<file path="config.mk">
export PLATFORM = sky130hd
export DESIGN_NAME = icbd_ram
export DESIGN_NICKNAME = d
export VERILOG_FILES = /design/src/rtl/icbd_ram.sv
export SDC_FILE = /design/constraint.sdc
export NUM_CORES = 2
export LEC_CHECK = 0
export ABC_AREA = 1
export BUFFER_PORTS_ARGS = -buffer_cell sky130_fd_sc_hd__clkbuf_2
export CAP_MARGIN = 20
export CORE_MARGIN = 1.5
export CORE_UTILIZATION = 35
export DETAILED_ROUTE_END_ITERATION = 10
export PLACE_DENSITY = 0.52
export SYNTH_ARGS = -nofsm -noshare
export SYNTH_HDL_FRONTEND = slang
export SYNTH_SLANG_ARGS = --single-unit
</file>
<file path="constraint.sdc">
create_clock -name clock -period 2.3 [get_ports clock]
set_clock_uncertainty 0.05 [all_clocks]
set_input_delay 0 -clock clock [delete_from_list [all_inputs] [get_ports clock]]
set_output_delay 0 -clock clock [all_outputs]
set_load 0.01 [all_outputs]
</file>
<file path="src/rtl/icbd_ram.sv">
// Generic single-port-write, single-read RAM with registered read.
// No dependencies.
`default_nettype none
module icbd_ram #(
   parameter int WIDTH = 8,
   parameter int DEPTH = 256
) (
   input  wire logic                     clock,
   input  wire logic                     wr_en,
   input  wire logic [$clog2(DEPTH)-1:0] wr_addr,
   input  wire logic [WIDTH-1:0]         wr_data,
   input  wire logic [$clog2(DEPTH)-1:0] rd_addr,
   output logic      [WIDTH-1:0]         rd_data
);
   logic [WIDTH-1:0] mem [DEPTH];

   always_ff @(posedge clock) begin
      if (wr_en) mem[wr_addr] <= wr_data;
      rd_data <= mem[rd_addr];
   end
endmodule
`default_nettype wire

</file>
## After elaboration in Yosys (flattened, before gate mapping)

Memory sizes are Yosys's and may differ from the RTL's. A register that Yosys moved wholly into a read port is not among the register bits.
Index checks and enable logic that the tools add are counted.
Widths: inputs -> output; s select.

- Register bits: 0
- Bits in writable memories: 2,048
- Bits of input ports: 26
- Output and inout bits: 8
- Logic and storage cells: 3
- Memories kept: 1

- Multiplexer cells: 2

Memories:

| memory | words | width | read ports | clocked after Yosys merged registers in | wr ports | line | source |
|---|---|---|---|---|---|---|---|
| mem | 256 | 8 | 1 | 1 | 1 | 15 | `logic [WIDTH-1:0] mem [DEPTH];` |

Operators by type and width:

| operator | number |
|---|---|
| $mux 1 | 2 |

## Logic depth before layout (Yosys ltp)

- Word-level depth: 2
- Mapped depth: 15
- Mapped depth without buffers: 11

## Least setup slack after synthesis

No wires, ideal clock.

- Kind: input -> register
- Start: input wr_en
- End: memory mem[162][0], enable pin
- Setup time: 0.370 ns
- Arrival time: 1.121 ns
- Data required time: 1.880 ns
- Slack: 0.759 ns
- Cell stages on the path: 4
- Buffers on the path: 2
- Path through: clkbuf_1 -> nand3_1 -> clkbuf_1 -> nor2_1

- Longest elaborated chain between the ends: 2

Ends and longest elaborated chain:

| item | line | source |
|---|---|---|
| from (decl) | 9 | `input wire logic wr_en,` |
| $mux 1 | 18 | `if (wr_en) mem[wr_addr] <= wr_data;` |
| $mux 1 (implied by the code) | 18 |  |
| to (decl) | 15 |  |

Every way passes these cells.

## Worst setup path after layout

- Start: input wr_addr[4]
- End: memory mem[145][7], enable pin

RTL lines:

| item | line | source |
|---|---|---|
| from (decl) | 10 | `input wire logic [$clog2(DEPTH)-1:0] wr_addr,` |

Straight into the memory's write port.

==> metrics.md <==
| Metric | Value |
|---|---|
| Outcome | `finished clean` |
| Total power | `79.7 mW` |
| Top sig layer | `met4` |
| Met2 Routed Length | `117 mm` |
| First-pass GRT wire length | `363 mm` |
| Slew @ Worst Pin | `0.789 ns` |
| Synthesized area per cell | `11.9 um2` |
| Ranking of synthesized cells by area | `edfxtp_1 74%, nand3_1 12%, nand2_1 9.6%` |
| # DRC | `0` |
| Req. time, crit path | `2.84 ns` |
| Max-cap violations | `0` |
| Tcrit/Tclk final | `95.1%` |
| Fmax achieved | `457 MHz` |
| Initial core utilization | `35.1%` |
| Initial antenna violation count | `13` |
| Share of the synthesized area in the top cell type | `73.7%` |
| Vias/cell | `5.18` |
| Startpoint Class | `input pin` |
| Post-Syn Area | `83400 um2` |
| Largest net degree at the start of global routing | `105` |
| Total negative slack | `0 ns` |
| DRT met1 WL | `106 mm` |
| Placed Instances | `10259` |
| Initial DRT Pass Iterations | `6` |
| WL/cell | `23.1 um` |
| GRT overflow | `0` |
| Hold EP | `rd_data[3]` |
| Antenna Nets Post-Route | `0` |
| Core area | `237000 um2` |
| Die width | `491 um` |
| Yosys warnings | `0` |
| Port Buf Inserts | `33` |
| Final Non-Filler Cells | `10683` |
| Clock transition at the registers of the reported paths | `0.06 ns` |
| Syn-to-layout area delta | `17.1%` |
| Layout cell share with drive strength beyond 1 | `11.5%` |
| Vias in the first global route | `53651` |
| Die boundary height | `491 um` |
| Setup Viol. Count Final | `0` |
| Commonest non-fill, non-tap cell in the layout | `nand2_1` |
| Worst Reg-to-Reg Cells | `11` |
| Leakage | `34.4 nW` |
| Hold depth | `10` |
| Final hold vios | `0` |
| Seq/Total Area, Yosys | `73.9%` |
| Flop-to-flop setup slack | `0.11 ns` |
| Post-Syn Nets | `7029` |
| Row Count | `179` |
| CTS buffer count | `209` |
| Worst reg2reg endpoint | `rd_data[4]` |
| Peak VDD IR | `831 uV` |
| Vias | `55316` |
| FILL cells | `22147` |
| Minimum clock period after layout | `2.19 ns` |
| HPWL after detailed placement | `149 mm` |
| Mapped Cells | `7003` |
| #FFs+latches synth | `2056` |
| CTS tree | `done` |
| Post-synthesis cell type count | `14` |
| Setup Crit Path Kind | `input pin to flop` |
| Post-Route WL | `247 mm` |
| H-tree depth | `4` |
| Routability Congestion | `0.871` |
| Hold WC Path Type | `input pin to flop` |
| GRT Resource Usage Total | `20.1%` |
| Clk buf depth | `3` |
| Die ar. | `241000 um2` |
| Setup Fix Bufs, Post-CTS | `0` |
| Crit Reg-Reg Startpoint | `mem[255][4]` |
| Number of DRC markers in iteration 0 | `5176` |
| Worst EP arrival | `2.72 ns` |
| Nets | `7362` |
| # IOs | `34` |
| Clk sinks | `2056` |
| Latest clock arrival within the worst-skew pair | `0.87 ns` |
| RSZ-0062 raised after global routing | `false` |
| Power Dens Cells | `817 nW/um2` |
| Most frequent cells in the layout | `2117 x nand2_1, 2048 x edfxtp_1, 2018 x nand3_1` |
| Slew margin rel. | `47.4%` |
| CP max FO | `16` |
| Slew Limit Fails | `0` |
| Cell taking the most area after synthesis | `edfxtp_1` |
| Clock root buffer | `clkbuf_16` |
| Hold wc startpoint | `rd_addr[2]` |
| DR WL met3 | `15.9 mm` |
| Crit. End Element | `flop` |
## routing by layer
metal | GRT usage (%) | up-vias
li1 | - | 25550
met2 | 32.5 | 1885
met3 | 3.31 | 373
met4 | 6.85 | 0
met1 | 27.5 | 27508
met5 | 0 | -
## cells by family after synthesis
family | share of synthesized area (%)
buf+inv | 3.12
flops | 73.9
simple gates | 22.9
## synthesized netlist by cell type (all sizes together)
master and n:
nand2 2123, edfxtp 2048, nand3 2019, buf 371, nor2 283, clkbuf 112
inv 39, dfxtp 8
## layout make-up
class                           count  area [um2]  share of cell area, %
Tap cell                         3167        3960                   4.06
Inverter                           39         180                  0.185
Antenna cell                        5        12.5                 0.0128
Sequential cell                  2056       61700                   63.1
Timing Repair Buffer              605        6020                   6.17
Multi-Input combinational cell   4425       19200                   19.6
Clock buffer                      263        5550                   5.68
Clock inverter                    123        1110                   1.13
## through the flow
step	instance area [um2]	utilization (%)	worst slack (ns)	hold WS, ns
finish	97600	41.1	0.113	0.0855
global route	97600	41.1	0.0229	0.0743
CTS	97600	41.1	0.0845	0.0209
detailed placement	90600	38.2	-0.148	0.273
global placement	90600	38.2	-0.132	0.271
floorplan	83400	-	0.759	0.0489
## registers in the layout (all words and copies together) (netlist names)
register,flops
rd_data,8
mem,2048
## worst max path at each step
stage	start	end	slack, ns	depth (start not counted)
CTS	mem[253][4]	rd_data[4]	0.08	11
global placement	rd_addr[0]	rd_data[3]	-0.13	15
finish	wr_addr[4]	mem[145][7]	0.11	10
floorplan	wr_en	mem[162][0]	0.76	4
detailed placement	rd_addr[0]	rd_data[3]	-0.15	15
global route	mem[253][4]	rd_data[4]	0.02	11
## what timing repair did
item                                    in CTS  in global routing
hold endpoints to repair                  2556                  0
hold buffers                                33                  0
endpoints found under the setup margin       0                  1
resized for setup                            0                  1
## power breakdown
part | switching (mW) | internal (mW) | total, mW
sequential | 0.0551 | 41.3 | 41.3
combinational | 3.78 | 1.45 | 5.23
clock | 14.5 | 18.7 | 33.2
total | 18.4 | 61.4 | 79.7
## worst max-delay path: stages
cell and delay [ns]:
dlygate4sd3_1 0.62, clkbuf_2 0.18, inv_1 0.04, nor2_1 0.07
dlygate4sd3_1 0.55, buf_4 0.15, nand3_1 0.08, buf_4 0.24
nor2_1 0.18, dlygate4sd3_1 0.58
(Power assumes the default switching activity.)
