<file path="config.mk">
export PLATFORM = sky130hd
export DESIGN_NAME = icbd_div
export DESIGN_NICKNAME = d
export VERILOG_FILES = /design/src/rtl/icbd_div.sv
export SDC_FILE = /design/constraint.sdc
export NUM_CORES = 1
export LEC_CHECK = 0
export ABC_AREA = 0
export BUFFER_PORTS_ARGS = -buffer_cell sky130_fd_sc_hd__buf_2
export CORE_MARGIN = 4
export CORE_UTILIZATION = 55
export CTS_CLUSTER_DIAMETER = 50
export CTS_CLUSTER_SIZE = 14
export DETAILED_ROUTE_END_ITERATION = 6
export PLACE_DENSITY = 0.8
export SLEW_MARGIN = 20
export SYNTH_ARGS = -nofsm -noshare
export SYNTH_HDL_FRONTEND = slang
export SYNTH_SLANG_ARGS = --single-unit
</file>
<file path="constraint.sdc">
create_clock -name clock -period 7.3 [get_ports clock]
set_input_delay 0 -clock clock [delete_from_list [all_inputs] [get_ports clock]]
set_output_delay 0 -clock clock [all_outputs]
set_load 0.005 [all_outputs]
</file>
<file path="src/rtl/icbd_div.sv">
// Restoring divider, one quotient bit per cycle.
// No dependencies.
`default_nettype none
module icbd_div #(
   parameter int NW = 32,
   parameter int DW = 20
) (
   input  wire logic          clock,
   input  wire logic          reset,
   input  wire logic          start,
   input  wire logic [NW-1:0] num,
   input  wire logic [DW-1:0] den,
   output logic               done,
   output logic      [NW-1:0] quot
);
   localparam int CW = $clog2(NW + 1);
   logic [NW-1:0] q_ff, q_in;
   logic [DW:0]   rem_ff, rem_in;
   logic [DW-1:0] den_ff, den_in;
   logic [CW-1:0] cnt_ff, cnt_in;
   logic          busy_ff, busy_in, done_ff, done_in;
   logic [DW:0]   trial;

   // shift one numerator bit in, subtract when it fits
   always_comb begin
      q_in = q_ff; rem_in = rem_ff; den_in = den_ff; cnt_in = cnt_ff;
      busy_in = busy_ff; done_in = 1'b0;
      trial = {rem_ff[DW-1:0], q_ff[NW-1]};
      if (start) begin
         q_in = num; rem_in = '0; den_in = den; cnt_in = CW'(NW); busy_in = 1'b1;
      end else if (busy_ff) begin
         if (trial >= {1'b0, den_ff}) begin
            rem_in = trial - {1'b0, den_ff};
            q_in   = {q_ff[NW-2:0], 1'b1};
         end else begin
            rem_in = trial;
            q_in   = {q_ff[NW-2:0], 1'b0};
         end
         cnt_in = cnt_ff - 1'b1;
         if (cnt_ff == CW'(1)) begin
            busy_in = 1'b0; done_in = 1'b1;
         end
      end
   end

   always_ff @(posedge clock) begin
      if (reset) begin
         busy_ff <= 1'b0; done_ff <= 1'b0;
      end else begin
         busy_ff <= busy_in; done_ff <= done_in;
      end
      q_ff <= q_in; rem_ff <= rem_in; den_ff <= den_in; cnt_ff <= cnt_in;
   end

   assign done = done_ff;
   assign quot = q_ff;
endmodule
`default_nettype wire

</file>
# Word-level counts from Yosys, hierarchy flattened
# Cells that the tools add are included.
[totals]
ff_bits = 80
latch_bits = 0
ramBits = 0
mem_bits_ro = 0
inputBits = 55
out_inout_bits = 33
n_memories = 0
[classes]
addsub = 2
multipliers = 0
div = 0
magnitude_cmp = 1
n_eq_ne = 1
shift = 0
muxes = 8
bitwise_logic = 1
reduce_logical = 2
[op_table]
columns = ["op", "count"]
rows = [
  ["two-way mux 32 bit", 2],
  ["greater-or-equal comparator 21 x 20 -> 1 bit", 1],
  ["two-way mux 20 bit", 1],
  ["subtractor 20 bit", 1],
  ["== test 6 x 1 -> 1 bit (second input constant)", 1],
  ["subtractor 6 x 1 -> 6 bit (second input constant)", 1],
  ["two-way mux 1 bit", 5],
  ["OR reduction 3 bit", 1],
  ["nonzero test 2 bit", 1],
  ["inverter 1 bit", 1],
]

# Logic depth before layout (Yosys ltp)
[depth]
word_depth = 4
mapped_depth = 12

# Least setup slack after synthesis
# Ideal clock, no wire load.
[synth_path]
path_kind = "register to register"
startpoint = "register den_ff[8]"
endpoint = "register q_ff[0] (netlist: quot[0]), data pin"
setup_time_ps = 260
arrival_ps = 2050
t_required_ps = 7040
setup_slack_ps = 4990
stages_incl_launch_ff = 11
n_path_buf = 2
period_less_slack_ps = 2310
cell_sequence = "edfxtp_1 > inv_1 > ha_1 > buf_6 > a21o_1 > o21bai_1 > a221oi_2 > and3_4 > o31ai_4 > buf_4 > mux2_2"
[synth_via]
elab_chain_len = 4
[synth_lines]
columns = ["element", "line", "source"]
rows = [
  ["start: declaration", "19", "logic [DW-1:0] den_ff, den_in;"],
  ["start signal: assignment", "52", "q_ff <= q_in; rem_ff <= rem_in; den_ff <= den_in; cnt_ff <= cnt_in;"],
  ["greater-or-equal comparator 21 x 20 -> 1 bit", "32", "if (trial >= {1'b0, den_ff}) begin"],
  ["two-way mux 1 bit", "32", ""],
  ["two-way mux 32 bit", "31", "end else if (busy_ff) begin"],
  ["two-way mux 32 bit", "29", "if (start) begin"],
  ["via q_in[0]", "17", "logic [NW-1:0] q_ff, q_in;"],
  ["end signal: assignment", "52", ""],
  ["end: declaration", "17", ""],
]
# The timed path passes the listed nets, and every way through them passes these cells. The select of a mux whose other input is x is not followed.
# A chain may end at the register's enable or synchronous reset.

# Worst setup path after layout
[layout_path]
startpoint = "register q_ff[31] (netlist: quot[31])"
endpoint = "register rem_ff[18]"
[layout_via]
elab_chain_len = 2
[layout_lines]
columns = ["element", "line", "source"]
rows = [
  ["subtractor 20 bit or greater-or-equal comparator 21 x 20 -> 1 bit (tied branches)", "33, 32", ""],
  ["two-way mux 20 bit (*)", "32", ""],
  ["end signal: assignment", "52", ""],
  ["end: declaration", "18", "logic [DW:0] rem_ff, rem_in;"],
]
# Every way passes the cells marked *; elsewhere a longest branch is shown, timed or not.

==> impl_metrics.yaml <==
sta:
  fin_skew_ns: 0.00999
  timing.fmax_mhz: 359
  finalCritPeriodShare_pct: 38.1
  hold_viol_final: 0
  final_max_slew_viol_count: 0
  worst_pin_slew_ns: 0.930
  rsz0062_at_grt: "false"
  setup_viol: 0
  setup_ws_ns: 4.52
  fin_crit_ns: 2.78
  final.setup.tns_ns: 0
  finalHoldWorstSlack_ns: 0.354
  max_slew_margin_pct: 37.8
detailed_routing:
  drc_errors: 0
  post_drt_wl_per_cell_um: 17.0
  drtAntennaViolNets: 0
  drtIter0Drc: 213
  drt-total-wl_mm: 10.7
  viasPerCell: 5.52
  firstDrtPassIters: 5
  vias: 3496
clock_tree:
  clkTransAtPathRegs_ns: 0.09
  cts_tree: "done"
  h-tree-depth: 3
  cts_num_sinks: 80
  cts_root_buf: "clkbuf_8"
  worst_skew_pair.late_latency_ns: 0.35
  numCtsBuffers: 9
  cts_max_path_buffers: 2
place:
  placed_cell_area_um2: 4800
  io_buffers: 87
  pre_cts_ws_ns: 4.54
  dpl.cell_count: 564
  place_congestion: 0.834
  dp.final_hpwl_mm: 6.47
outcome:
  status: "finished clean"
synthesis:
  synthFlopType: "edfxtp_1"
  syn_inst: 392
  yosys-top-cells-area: "edfxtp_1, dfxtp_1, mux2_2"
  synth_common_cells: "edfxtp_1, nand2_1, mux2_2, dfxtp_1, nor2_1"
  netlist_area_um2: 4370
  synth_nets: 470
  ys_ff_latch: 80
  synth_top_area_cell: "edfxtp_1"
  synth_cell_types: 59
  synth_most_common_cell: "edfxtp_1"
  synth-edff-count: 52
  ys_seq_area_share_pct: 48.6
  synthArstFlopShare_pct: 0
  avgSynthCellArea_um2: 11.1
  synth_top_area_share_pct: 35.7
  ys.warnings.count: 0
die:
  rows: 32
  initial_utilization_pct: 56.5
  die_w_um: 97.1
  core_area_um2: 7730
  dieArea_um2: 9430
  ios: 88
  chipHeight_um: 97.1
finish:
  stdcell_count: 633
  syn_to_final_growth_pct: 27.3
  fin_area_um2: 5560
  nNetsFinal: 604
  drive_above_1_share_pct: 29.2
  fill_cells: 526
  diodes: 0
setup_path:
  crit_family: "compound AO/OA/AOI/OAI gates"
  cp-start-kind: "flip-flop"
  cpMaxStageDelayCell: "edfxtp_1"
  max_stage_delay_ns: 0.41
  cp.arrival_ns: 2.99
  path_max_fanout: 3
  r2r_slack_ns: 4.52
  path_buf_inv: 1
  crit_chain: "inv_1 > ha_1 > fa_1 > nor2b_1 > o31a_1 > o31ai_1 > a21oi_1 > or2_1 > a2bb2oi_1 > xnor2_1 > o221ai_1"
  crit_type: "flip-flop to flip-flop"
  cp.required_ns: 7.50
  cp-end-kind: "flip-flop"
grt:
  grt_pass1_vias: 3655
  grt_usage_pct: 23.3
  antenna_found_initial: 0
  grt_overflow_total: 0
  grt_max_degree: 72
  grt_pass1_wl_mm: 17.6
hold_path:
  worstHoldPathType: "input pin to flip-flop"
pwr:
  peakVddDrop_mv: 0.135
  p_per_area_nw_per_um2: 213
  leakagePower_uw: 0.00235
job:
  timing.max_cap.violations: 0
[area by class of cell]
class                           count  area (um2)  area share [%]
Sequential cell                    80        2120            38.2
Tap cell                          102         128            2.30
Timing Repair Buffer              141         973            17.5
Clock inverter                      7         106            1.91
Inverter                           27         101            1.82
Clock buffer                        9         124            2.23
Multi-Input combinational cell    267        2000            36.1
[final timing paths]
kind / startpoint / end / depth (start not counted)
setup / recovery: quot[31] / rem_ff[18] / 11
hold / removal: den[3] / den_ff[3] / 2
hold reg to reg: rem_ff[1] / rem_ff[1] / 2
setup reg to reg: quot[31] / rem_ff[18] / 11
[placed cells by master (no fill, tap or decap), drive strengths merged, types with 4 or more instances in the layout]
cell         count
nor3             8
nand2b           5
and3             5
o31ai            6
a21oi           21
a311oi           5
dlygate4sd3     53
o21ai           16
nor2            29
mux2            32
a21o             6
inv             32
edfxtp          52
nand3            6
o31a             4
ha              22
a211oi           4
nand2           33
buf             88
xnor2           12
dfxtp           28
o21a             8
clkbuf           9
a32oi            5
nor2b            7
xor2             6
[registers in the layout (all words and copies together), names as in the netlist]
register  count
quot         32
den_ff       20
rem_ff       20
cnt_ff        6
busy_ff       1
done          1
[metal layers]
layer | GRT usage, % | wire, um | vias up | part of all wire [%]
li1 | - | - | 1702 | -
met1 | 28.3 | 4440 | 1663 | 41
met2 | 41.0 | 5510 | 114 | 51
met3 | 4.02 | 609 | 17 | 5.7
met4 | 8.96 | 186 | 0 | 1.7
met5 | 0 | 0 | - | 0
[kinds of logic (layout without fill, tap and decap cells)]
| kind of cell | count (synthesis) | after routing | synth area share, % |
|---|---|---|---|
| AOI/OAI and AO/OA | 92 | 92 | 16.0 |
| xor gates and xnor gates | 18 | 18 | 3.61 |
| adders and majority gates | 23 | 23 | 6.76 |
| buffers and inverters | 45 | 184 | 5.53 |
| DFF | 80 | 80 | 48.6 |
| muxes | 32 | 32 | 8.25 |
| and+or+nand+nor | 102 | 102 | 11.2 |
[timing repair]
item | in CTS | in global routing
hold buffers | 53 | 0
endpoints found under the hold margin | 54 | 0
buffers inserted | 0 | 0
gates resized for setup | 0 | 0
[per-stage QoR]
stage	utilization, %	total power, uW
finish	71.9	1190
global route	71.9	1240
CTS	71.9	1180
detailed placement	62.1	779
global placement	62.1	772
floorplan	-	718
[where the power goes]
part	internal [uW]	total, uW	switching (uW)
logic	120	245	125
clock network	200	385	184
registers	528	555	27.8
Note: power is estimated with default switching activity, not from simulation.
